===== config.mk =====
export PLATFORM = sky130hd
export DESIGN_NAME = inverse_dwt53_lifting
export DESIGN_NICKNAME = d
export VERILOG_FILES = /design/src/sv/dwt53_pkg.sv /design/src/sv/inverse_dwt53_lifting.sv /design/src/sv/dwt53_sample.sv /design/src/sv/dwt53_ofifo.sv
export SDC_FILE = /design/constraint.sdc
export NUM_CORES = 2
export LEC_CHECK = 0
export BUFFER_PORTS_ARGS = -buffer_cell sky130_fd_sc_hd__buf_2
export CELL_PAD_IN_SITES_DETAIL_PLACEMENT = 1
export CELL_PAD_IN_SITES_GLOBAL_PLACEMENT = 1
export CORE_UTILIZATION = 30
export DETAILED_ROUTE_END_ITERATION = 7
export PLACE_DENSITY = 0.59
export RECOVER_POWER = 50
export SLEW_MARGIN = 20
export SYNTH_ARGS = -nofsm -noshare
export SYNTH_HDL_FRONTEND = slang
export SYNTH_SLANG_ARGS = --single-unit

===== constraint.sdc =====
create_clock -name i_clk -period 22.6 [get_ports i_clk]
set_clock_uncertainty 0.05 [all_clocks]
set_input_delay 3.39 -clock i_clk [delete_from_list [all_inputs] [get_ports i_clk]]
set_output_delay 3.39 -clock i_clk [all_outputs]
set_load 0.02 [all_outputs]

===== src/sv/dwt53_pkg.sv =====
// shared types, constants and the window-select function of the inverse 5/3 lifting block
// no dependencies; used by dwt53_sample, dwt53_ofifo and inverse_dwt53_lifting
package dwt53_pkg;

    typedef enum logic {
        PAR_EVEN = 1'b0,
        PAR_ODD  = 1'b1
    } t_parity;

    // line position saturates here, window holds four older coefficients plus the new one
    localparam int POS_W   = 3;
    localparam int WIN_N   = 5;
    localparam int WIN_W   = 3;
    localparam logic [POS_W-1:0] POS_MAX = 3'd4;

    // result slots per item and output queue geometry
    localparam int SLOT_N     = 3;
    localparam int OQ_DEPTH   = 4;
    localparam int OQ_PTR_W   = 2;
    localparam int OQ_CNT_W   = 3;
    localparam int PUSH_W     = 2;

    // configuration space
    localparam int PADDR_W = 3;
    localparam int PDATA_W = 32;
    localparam logic [PADDR_W-1:0] ADDR_START_PARITY = 3'd0;

    typedef logic [POS_W-1:0] t_pos;
    typedef logic [WIN_W-1:0] t_win_idx;

    // maps a line index (relative to the current position kk) to a window slot,
    // with whole-sample symmetric extension at both line ends when the line closes
    function automatic t_win_idx win_sel(input t_pos kk, input logic signed [4:0] idx,
                                         input logic lst);
        logic signed [4:0] m;
        logic signed [4:0] kks;
        logic signed [4:0] b;
        m   = idx;
        kks = signed'({2'b00, kk});
        if (lst) begin
            for (int r = 0; r < 2; r++) begin
                if (m < 0) begin
                    m = -m;
                end
                if (m > kks) begin
                    m = (kks <<< 1) - m;
                end
            end
        end else if (m < 0) begin
            m = -m;
        end
        b = m - kks + 5'sd4;
        if (b < 0) begin
            b = 5'sd0;
        end
        if (b > 5'sd4) begin
            b = 5'sd4;
        end
        return b[WIN_W-1:0];
    endfunction

endpackage


===== src/sv/inverse_dwt53_lifting.sv =====
// top level of the inverse reversible 5/3 lifting block: window, stage register, queue
// depends on dwt53_pkg, dwt53_sample and dwt53_ofifo
// a coefficient is registered in the stage register at its transfer; its samples enter the
//   output queue when the stage advances and can then transfer on the master side
// throughput: 1 coefficient per cycle, stalling only while the queue lacks room for every sample
//   of the staged one (up to 3 at a line end); reset: sync, active low, clears control state
module inverse_dwt53_lifting #(
    parameter int COEF_BITS = 18
) (
    input  logic                  i_clk,
    input  logic                  i_rst_n,
    // coefficient stream
    input  logic                  s_axis_tvalid,
    output logic                  s_axis_tready,
    input  logic [((COEF_BITS+7)/8)*8-1:0] s_axis_tdata,   // [COEF_BITS-1:0] coefficient
    input  logic                  s_axis_tlast,            // is_last
    // sample stream
    output logic                  m_axis_tvalid,
    input  logic                  m_axis_tready,
    output logic [((COEF_BITS+7)/8)*8-1:0] m_axis_tdata,   // [COEF_BITS-1:0] sample
    output logic                  m_axis_tlast,            // last
    // configuration port
    input  logic                  psel,
    input  logic                  penable,
    input  logic                  pwrite,
    input  logic [dwt53_pkg::PADDR_W-1:0] paddr,
    input  logic [dwt53_pkg::PDATA_W-1:0] pwdata,
    output logic [dwt53_pkg::PDATA_W-1:0] prdata,
    output logic                  pready
);

    localparam int TDATA_W = ((COEF_BITS + 7) / 8) * 8;
    localparam int RES_W   = COEF_BITS + 1;    // sample plus last flag

    // ---------------------------------------------------------------- configuration
    logic w_cfg_hit;
    logic r_start_parity;

    assign pready    = 1'b1;
    assign w_cfg_hit = (paddr[dwt53_pkg::PADDR_W-1:2]
                        == dwt53_pkg::ADDR_START_PARITY[dwt53_pkg::PADDR_W-1:2]);
    assign prdata    = w_cfg_hit ? dwt53_pkg::PDATA_W'(r_start_parity) : '0;

    always_ff @(posedge i_clk) begin
        if (!i_rst_n) begin
            r_start_parity <= 1'b0;
        end else if (psel && penable && pwrite && pready && w_cfg_hit) begin
            r_start_parity <= pwdata[0];
        end
    end

    // ---------------------------------------------------------------- line state
    logic signed [COEF_BITS-1:0] r_win [4];         // last four coefficients, oldest first
    dwt53_pkg::t_pos             r_pos;             // index within line, saturating
    logic [1:0]                  r_pc;              // samples held back, 0..2
    dwt53_pkg::t_parity          r_next_par;
    dwt53_pkg::t_parity          w_cur_par;
    logic signed [COEF_BITS-1:0] w_coef;
    logic                        w_in_xfer;

    assign w_in_xfer = s_axis_tvalid && s_axis_tready;
    assign w_coef    = signed'(s_axis_tdata[COEF_BITS-1:0]);
    // parity comes from the register only at line start, so a mid-line write waits
    assign w_cur_par = (r_pos == '0) ? dwt53_pkg::t_parity'(r_start_parity) : r_next_par;

    always_ff @(posedge i_clk) begin
        if (!i_rst_n) begin
            for (int i = 0; i < 4; i++) begin
                r_win[i] <= '0;
            end
            r_pos      <= '0;
            r_pc       <= '0;
            r_next_par <= dwt53_pkg::PAR_EVEN;
        end else if (w_in_xfer) begin
            for (int i = 0; i < 3; i++) begin
                r_win[i] <= r_win[i+1];
            end
            r_win[3] <= w_coef;
            if (s_axis_tlast) begin
                r_pos      <= '0;
                r_pc       <= '0;
                r_next_par <= dwt53_pkg::PAR_EVEN;
            end else begin
                if (r_pos < dwt53_pkg::POS_MAX) begin
                    r_pos <= r_pos + 1'b1;
                end
                if (r_pc < 2'd2) begin
                    r_pc <= r_pc + 1'b1;
                end
                r_next_par <= dwt53_pkg::t_parity'(~w_cur_par);
            end
        end
    end

    // ---------------------------------------------------------------- stage register
    logic                        r_vld;
    logic signed [COEF_BITS-1:0] r_c [dwt53_pkg::WIN_N];   // window plus current coefficient
    dwt53_pkg::t_pos             r_kk;
    logic [1:0]                  r_spc;
    dwt53_pkg::t_parity          r_par;
    logic                        r_last;
    logic                        w_advance;

    always_ff @(posedge i_clk) begin
        if (!i_rst_n) begin
            r_vld <= 1'b0;
        end else if (w_in_xfer) begin
            r_vld <= 1'b1;
        end else if (w_advance) begin
            r_vld <= 1'b0;
        end
    end

    always_ff @(posedge i_clk) begin
        if (w_in_xfer) begin
            for (int i = 0; i < 4; i++) begin
                r_c[i] <= r_win[i];
            end
            r_c[4] <= w_coef;
            r_kk   <= r_pos;
            r_spc  <= r_pc;
            r_par  <= w_cur_par;
            r_last <= s_axis_tlast;
        end
    end

    // ---------------------------------------------------------------- sample slots
    // slot s reconstructs line index kk - pc + s; a plain coefficient only fills slot 0
    logic signed [COEF_BITS-1:0] w_v [dwt53_pkg::SLOT_N][dwt53_pkg::WIN_N];
    dwt53_pkg::t_parity          w_spar [dwt53_pkg::SLOT_N];
    logic        [COEF_BITS-1:0] w_smp [dwt53_pkg::SLOT_N];

    always_comb begin
        for (int s = 0; s < dwt53_pkg::SLOT_N; s++) begin
            for (int d = 0; d < dwt53_pkg::WIN_N; d++) begin
                w_v[s][d] = r_c[dwt53_pkg::win_sel(r_kk,
                                5'(int'(r_kk) - int'(r_spc) + s + d - 2), r_last)];
            end
            w_spar[s] = dwt53_pkg::t_parity'(r_par ^ r_spc[0] ^ s[0]);
        end
    end

    for (genvar g = 0; g < dwt53_pkg::SLOT_N; g++) begin : g_slot
        dwt53_sample #(
            .COEF_BITS (COEF_BITS)
        ) u_sample (
            .i_v      (w_v[g]),
            .i_par    (w_spar[g]),
            .o_sample (w_smp[g])
        );
    end

    // one-sample line: pass at even start, halve toward zero at odd start
    logic                        w_single;
    logic signed [COEF_BITS:0]   w_half;

    assign w_single = r_last && (r_kk == '0);
    assign w_half   = (COEF_BITS + 1)'(r_c[4]) + (COEF_BITS + 1)'(r_c[4][COEF_BITS-1]);

    // ---------------------------------------------------------------- queue push
    logic [dwt53_pkg::PUSH_W-1:0]   w_nres;
    logic [RES_W-1:0]               w_push_data [dwt53_pkg::SLOT_N];
    logic [dwt53_pkg::PUSH_W-1:0]   w_push_n;
    logic [dwt53_pkg::OQ_CNT_W-1:0] w_free;
    logic [RES_W-1:0]               w_out;

    always_comb begin
        if (w_single) begin
            w_nres = 2'd1;
        end else if (r_last) begin
            w_nres = r_spc + 2'd1;
        end else begin
            w_nres = (r_spc == 2'd2) ? 2'd1 : 2'd0;
        end
        for (int s = 0; s < dwt53_pkg::SLOT_N; s++) begin
            w_push_data[s] = {r_last && (2'(s) == r_spc), w_smp[s]};
        end
        if (w_single) begin
            if (r_par == dwt53_pkg::PAR_EVEN) begin
                w_push_data[0] = {1'b1, r_c[4]};
            end else begin
                w_push_data[0] = {1'b1, w_half[COEF_BITS:1]};
            end
        end
    end

    // the stage moves on only when the queue has room for every result of its item
    assign w_advance     = r_vld && (w_free >= dwt53_pkg::OQ_CNT_W'(w_nres));
    assign w_push_n      = w_advance ? w_nres : 2'd0;
    assign s_axis_tready = !r_vld || w_advance;

    dwt53_ofifo #(
        .DATA_W (RES_W)
    ) u_ofifo (
        .i_clk       (i_clk),
        .i_rst_n     (i_rst_n),
        .i_push_n    (w_push_n),
        .i_push_data (w_push_data),
        .o_free      (w_free),
        .o_valid     (m_axis_tvalid),
        .i_ready     (m_axis_tready),
        .o_data      (w_out)
    );

    assign m_axis_tdata = TDATA_W'(w_out[COEF_BITS-1:0]);
    assign m_axis_tlast = w_out[COEF_BITS];

    // ---------------------------------------------------------------- checks
    // held-back count follows line position up to two
    a_pc_track: assert property (@(posedge i_clk) disable iff (!i_rst_n)
        ((r_pos >= 3'd2) ? (r_pc == 2'd2) : (r_pc == r_pos[1:0])))
        else $error("held-back count out of step with line position");

    // a line-end transfer returns the line state to its start
    a_line_restart: assert property (@(posedge i_clk) disable iff (!i_rst_n)
        (w_in_xfer && s_axis_tlast) |=> (r_pos == '0 && r_pc == 2'd0))
        else $error("line state not cleared after last coefficient");

    // a stalled stage keeps its item
    a_stage_hold: assert property (@(posedge i_clk) disable iff (!i_rst_n)
        (r_vld && !w_advance) |=> (r_vld && $stable(r_c[4]) && $stable(r_last)))
        else $error("stage item lost while waiting for queue room");

endmodule


===== src/sv/dwt53_sample.sv =====
// one reconstructed sample from five neighboring coefficients, 5/3 reversible lifting
// depends on dwt53_pkg (parity type)
module dwt53_sample #(
    parameter int COEF_BITS = 18
) (
    input  logic signed [COEF_BITS-1:0] i_v [dwt53_pkg::WIN_N],   // neighbors j-2 .. j+2
    input  dwt53_pkg::t_parity          i_par,
    output logic        [COEF_BITS-1:0] o_sample
);

    localparam int SW = COEF_BITS + 3;
    localparam logic signed [SW-1:0] TWO  = SW'(2);
    localparam logic signed [SW-1:0] MAXV = SW'((64'd1 << (COEF_BITS - 1)) - 64'd1);
    localparam logic signed [SW-1:0] MINV = -MAXV - TWO + SW'(1);

    logic signed [SW-1:0] x [dwt53_pkg::WIN_N];
    logic signed [SW-1:0] e_m1, e_0, e_p1, odd_v, res;

    always_comb begin
        for (int d = 0; d < dwt53_pkg::WIN_N; d++) begin
            x[d] = SW'(i_v[d]);
        end
    end

    // even update: low minus floor((left + right + 2) / 4)
    assign e_m1 = x[1] - ((x[0] + x[2] + TWO) >>> 2);
    assign e_0  = x[2] - ((x[1] + x[3] + TWO) >>> 2);
    assign e_p1 = x[3] - ((x[2] + x[4] + TWO) >>> 2);

    // odd update: high plus floor((even left + even right) / 2)
    assign odd_v = x[2] + ((e_m1 + e_p1) >>> 1);

    assign res = (i_par == dwt53_pkg::PAR_EVEN) ? e_0 : odd_v;

    always_comb begin
        if (res > MAXV) begin
            o_sample = MAXV[COEF_BITS-1:0];
        end else if (res < MINV) begin
            o_sample = MINV[COEF_BITS-1:0];
        end else begin
            o_sample = res[COEF_BITS-1:0];
        end
    end

endmodule


===== src/sv/dwt53_ofifo.sv =====
// small output queue, up to three pushes and one pop per cycle
// depends on dwt53_pkg (depth and pointer widths)
module dwt53_ofifo #(
    parameter int DATA_W = 19
) (
    input  logic                            i_clk,
    input  logic                            i_rst_n,
    input  logic [dwt53_pkg::PUSH_W-1:0]    i_push_n,
    input  logic [DATA_W-1:0]               i_push_data [dwt53_pkg::SLOT_N],
    output logic [dwt53_pkg::OQ_CNT_W-1:0]  o_free,
    output logic                            o_valid,
    input  logic                            i_ready,
    output logic [DATA_W-1:0]               o_data
);

    logic [DATA_W-1:0]               r_mem [dwt53_pkg::OQ_DEPTH];
    logic [dwt53_pkg::OQ_PTR_W-1:0]  r_wr, r_rd;
    logic [dwt53_pkg::OQ_CNT_W-1:0]  r_cnt;
    logic                            w_pop;

    assign w_pop   = o_valid && i_ready;
    assign o_valid = (r_cnt != '0);
    assign o_data  = r_mem[r_rd];
    assign o_free  = dwt53_pkg::OQ_CNT_W'(dwt53_pkg::OQ_DEPTH) - r_cnt;

    always_ff @(posedge i_clk) begin
        if (!i_rst_n) begin
            r_wr  <= '0;
            r_rd  <= '0;
            r_cnt <= '0;
        end else begin
            r_wr  <= r_wr + dwt53_pkg::OQ_PTR_W'(i_push_n);
            r_rd  <= r_rd + dwt53_pkg::OQ_PTR_W'(w_pop);
            r_cnt <= r_cnt + dwt53_pkg::OQ_CNT_W'(i_push_n)
                     - dwt53_pkg::OQ_CNT_W'(w_pop);
        end
    end

    always_ff @(posedge i_clk) begin
        for (int k = 0; k < dwt53_pkg::SLOT_N; k++) begin
            if (dwt53_pkg::PUSH_W'(k) < i_push_n) begin
                r_mem[r_wr + dwt53_pkg::OQ_PTR_W'(k)] <= i_push_data[k];
            end
        end
    end

endmodule


==> reports/summary.txt <==
Clk_lat worst skew: 0.61 ns
Post-Syn Area per Cell: 7.84 sq um
First-pass GRT wire length: 292000 microns
Clock sink count: 260
Status: complete, but fails checks
Pre-antenna DRT Iters: 8
Starting Density: 0.302
Top delay family on crit path: compound AO/OA/AOI/OAI gates
RSZ-0062 raised after global routing: no
Root Driver: clkbuf_16
Maximum clock insertion buffer count: 3
Commonest non-fill, non-tap cell in the layout: ha_1
Final wirelength: 193000 microns
Setup slack after placement: 1.27 ns
Post-DP Area: 51800 sq um
Global Route Usage Sum: 0.228
Ys flop type: edfxtp_1
Worst Hold Endpoint: r_c[0][3]
CP max stage cell: o22ai_1
Final max-slew violation count: 192
Cells after synthesis: 6272
Starting DRT DRC Count: 3489
Cell area after synthesis: 49200 sq um
Share of cells above drive strength 1: 0.0705
Max Fanout on Critical Path: 41
Slowest stage delay, CP: 0.73 ns
Setup slack after layout: 1.79 ns
Most frequent cells in the layout: 726 x ha_1, 587 x a21oi_1, 567 x nand2_1
Die Y: 407 microns
Die area: 165000 sq um
Largest net degree at the start of global routing: 95
Vias per inst: 5.72
DRC viols: 1
Clk slew on worst S/H paths: 0.06 ns
Final ANT Viol Nets: 0
Crit path kind: reg -> reg
Final Hold Vio Count: 0
Hold Crit Class: reg -> reg
Nets: 6993
WHS Path Cells: 0
TritonCTS clock tree: built
Async set-reset flop share out of synthesis: 0
Slew headroom: -1.54
Worst Tran Pin Value: 3.81 ns
Worst path depth: 79
Yosys cell types: 119
#FFs+latches synth: 260
Count of flip-flops with a built-in enable after synthesis: 245
Ports: 127
TritonCTS Buffers: 29
Hold path startpoint: r_win[0][3]
Worst path bufs/invs: 8
Share of the yosys chip area belonging to registers: 0.156
MaxCap Viol Count: 3
Num rows: 148
Reg2reg end: u_ofifo.r_mem[3][2]
Synthesis Warnings: 0
Setup crit start: r_spc[1]
Startpoint types: flip-flop
Min Hold Slack: 0.364 ns
Die X: 407 microns
Post-CTS Hold Fix Bufs: 0
Reg area: 7660 sq um
CP endpoint kind: flip-flop
H-tree level count: 1
FF-to-FF path depth: 79
Final instance area: 52800 sq um
Avg WL per Cell: 23.1 microns
CP required: 23.00 ns
Filler cells: 19.6k
Worst path most repeated cell: ha_1
Initial antenna violation count: 7
Core footprint: 163000 sq um
GP Congestion: 0.909
Arr. time, crit path: 21.21 ns
Grt total ovfl: 0
Port bufs: 49
Post-Route Setup TNS: 0 ns
Number of global-route vias before repair: 48.5k
Layout Area Growth over Synthesis: 7.36%
Period utilization: 0.921
Detailed placement HPWL: 159000 microns
Failing checks: design-rule violations, max-capacitance violations, max-slew violations
Flop2flop setup slack: 1.79 ns
Via count: 47.8k
Min Tclk post-route: 20.81 ns
Multi-input logic area: 38700 sq um
Final setup vio count: 0
R2r startpoint: r_spc[1]
FMAX: 0.0481 GHz
==> flip-flops by register name, indices dropped and copies added (netlist names), 2 cells and up <==
register / flops
r_c: 90
r_kk: 3
r_pc: 2
r_pos: 3
r_spc: 2
r_win: 72
u_ofifo.r_cnt: 3
u_ofifo.r_mem: 76
u_ofifo.r_rd: 2
u_ofifo.r_wr: 2
==> worst reg2reg max path, delay by kind of cell, from the launching register on <==
family,cells,cell delay [ns]
AOI/OAI and AO/OA,29,7.52
xor gates and xnor gates,7,2.04
adders and majority gates,13,4.36
buffers and inverters,8,1.75
DFF,1,0.52
muxes,7,1.73
and+or+nand+nor,15,2.72
==> cells by family after synthesis <==
| logic type | Yosys count | share of synthesized area |
|---|---|---|
| AO/OA/AOI/OAI | 1953 | 0.263 |
| AND/OR/NAND/NOR | 1812 | 0.173 |
| buffers and inverters | 788 | 0.0644 |
| adder cells (fa/ha/maj) | 775 | 0.204 |
| XOR/XNOR | 417 | 0.0752 |
| multiplexers | 265 | 0.0644 |
| flip-flops | 260 | 0.156 |
| other | 2 | 0.000153 |
==> per-layer routing <==
layer | vias up | global-route usage | share of wire
li1 | 22700 | - | -
met3 | 179 | 0.0221 | 0.050
met1 | 23800 | 0.337 | 0.50
met4 | 0 | 0.0363 | 0.015
met5 | - | 0 | 0
met2 | 1117 | 0.359 | 0.43
==> stage by stage <==
step	utilization	cells
2_1_floorplan	-	6308
3_3_place_gp	0.318	8296
3_5_place_dp	0.318	8296
4_1_cts	0.324	8347
5_1_grt	0.324	8349
6_report	0.324	8354
==> area by class of cell <==
class / count / share of cell area
antenna: 6 / 0.000284
tap: 2175 / 0.0516
sequential: 260 / 0.145
clock buffer: 34 / 0.0141
inverter: 426 / 0.0304
clock inverter: 17 / 0.00303
timing repair buffer: 176 / 0.0221
multi-input combinational: 5260 / 0.733
==> worst max-delay path by stage <==
stage	end
final	u_ofifo.r_mem[3][2]
after global routing	u_ofifo.r_mem[3][2]
after CTS	u_ofifo.r_mem[1][15]
after detailed placement	u_ofifo.r_mem[1][15]
after global placement	u_ofifo.r_mem[2][15]
after floorplan	u_ofifo.r_mem[2][0]
==> synthesized netlist by cell type (67+ instances only) <==
library cell	count	area share
and2_1	90	0.011
mux2_2	67	0.015
ha_1	727	0.19
nor2b_1	78	0.0099
a21oi_1	589	0.060
o21ai_0	360	0.037
mux2i_1	163	0.033
xor2_1	148	0.026
o21bai_1	76	0.012
nand3_1	113	0.012
a21o_1	140	0.021
nor3_1	93	0.0095
nand2_1	568	0.043
inv_1	420	0.032
clkbuf_1	275	0.021
xnor2_1	265	0.047
edfxtp_1	245	0.15
nor2_1	525	0.040
a221oi_1	102	0.018
a211oi_1	73	0.011
and3_1	103	0.013
==> repair_timing <==
| item | in CTS | in global routing |
|---|---|---|
| setup endpoints to repair | 0 | 68 |
| setup buffers | 0 | 0 |
| resized for setup | 0 | 11 |
Power is not shown: default switching activity piles up to over one toggle a cycle in this logic, so the estimate is an artifact.
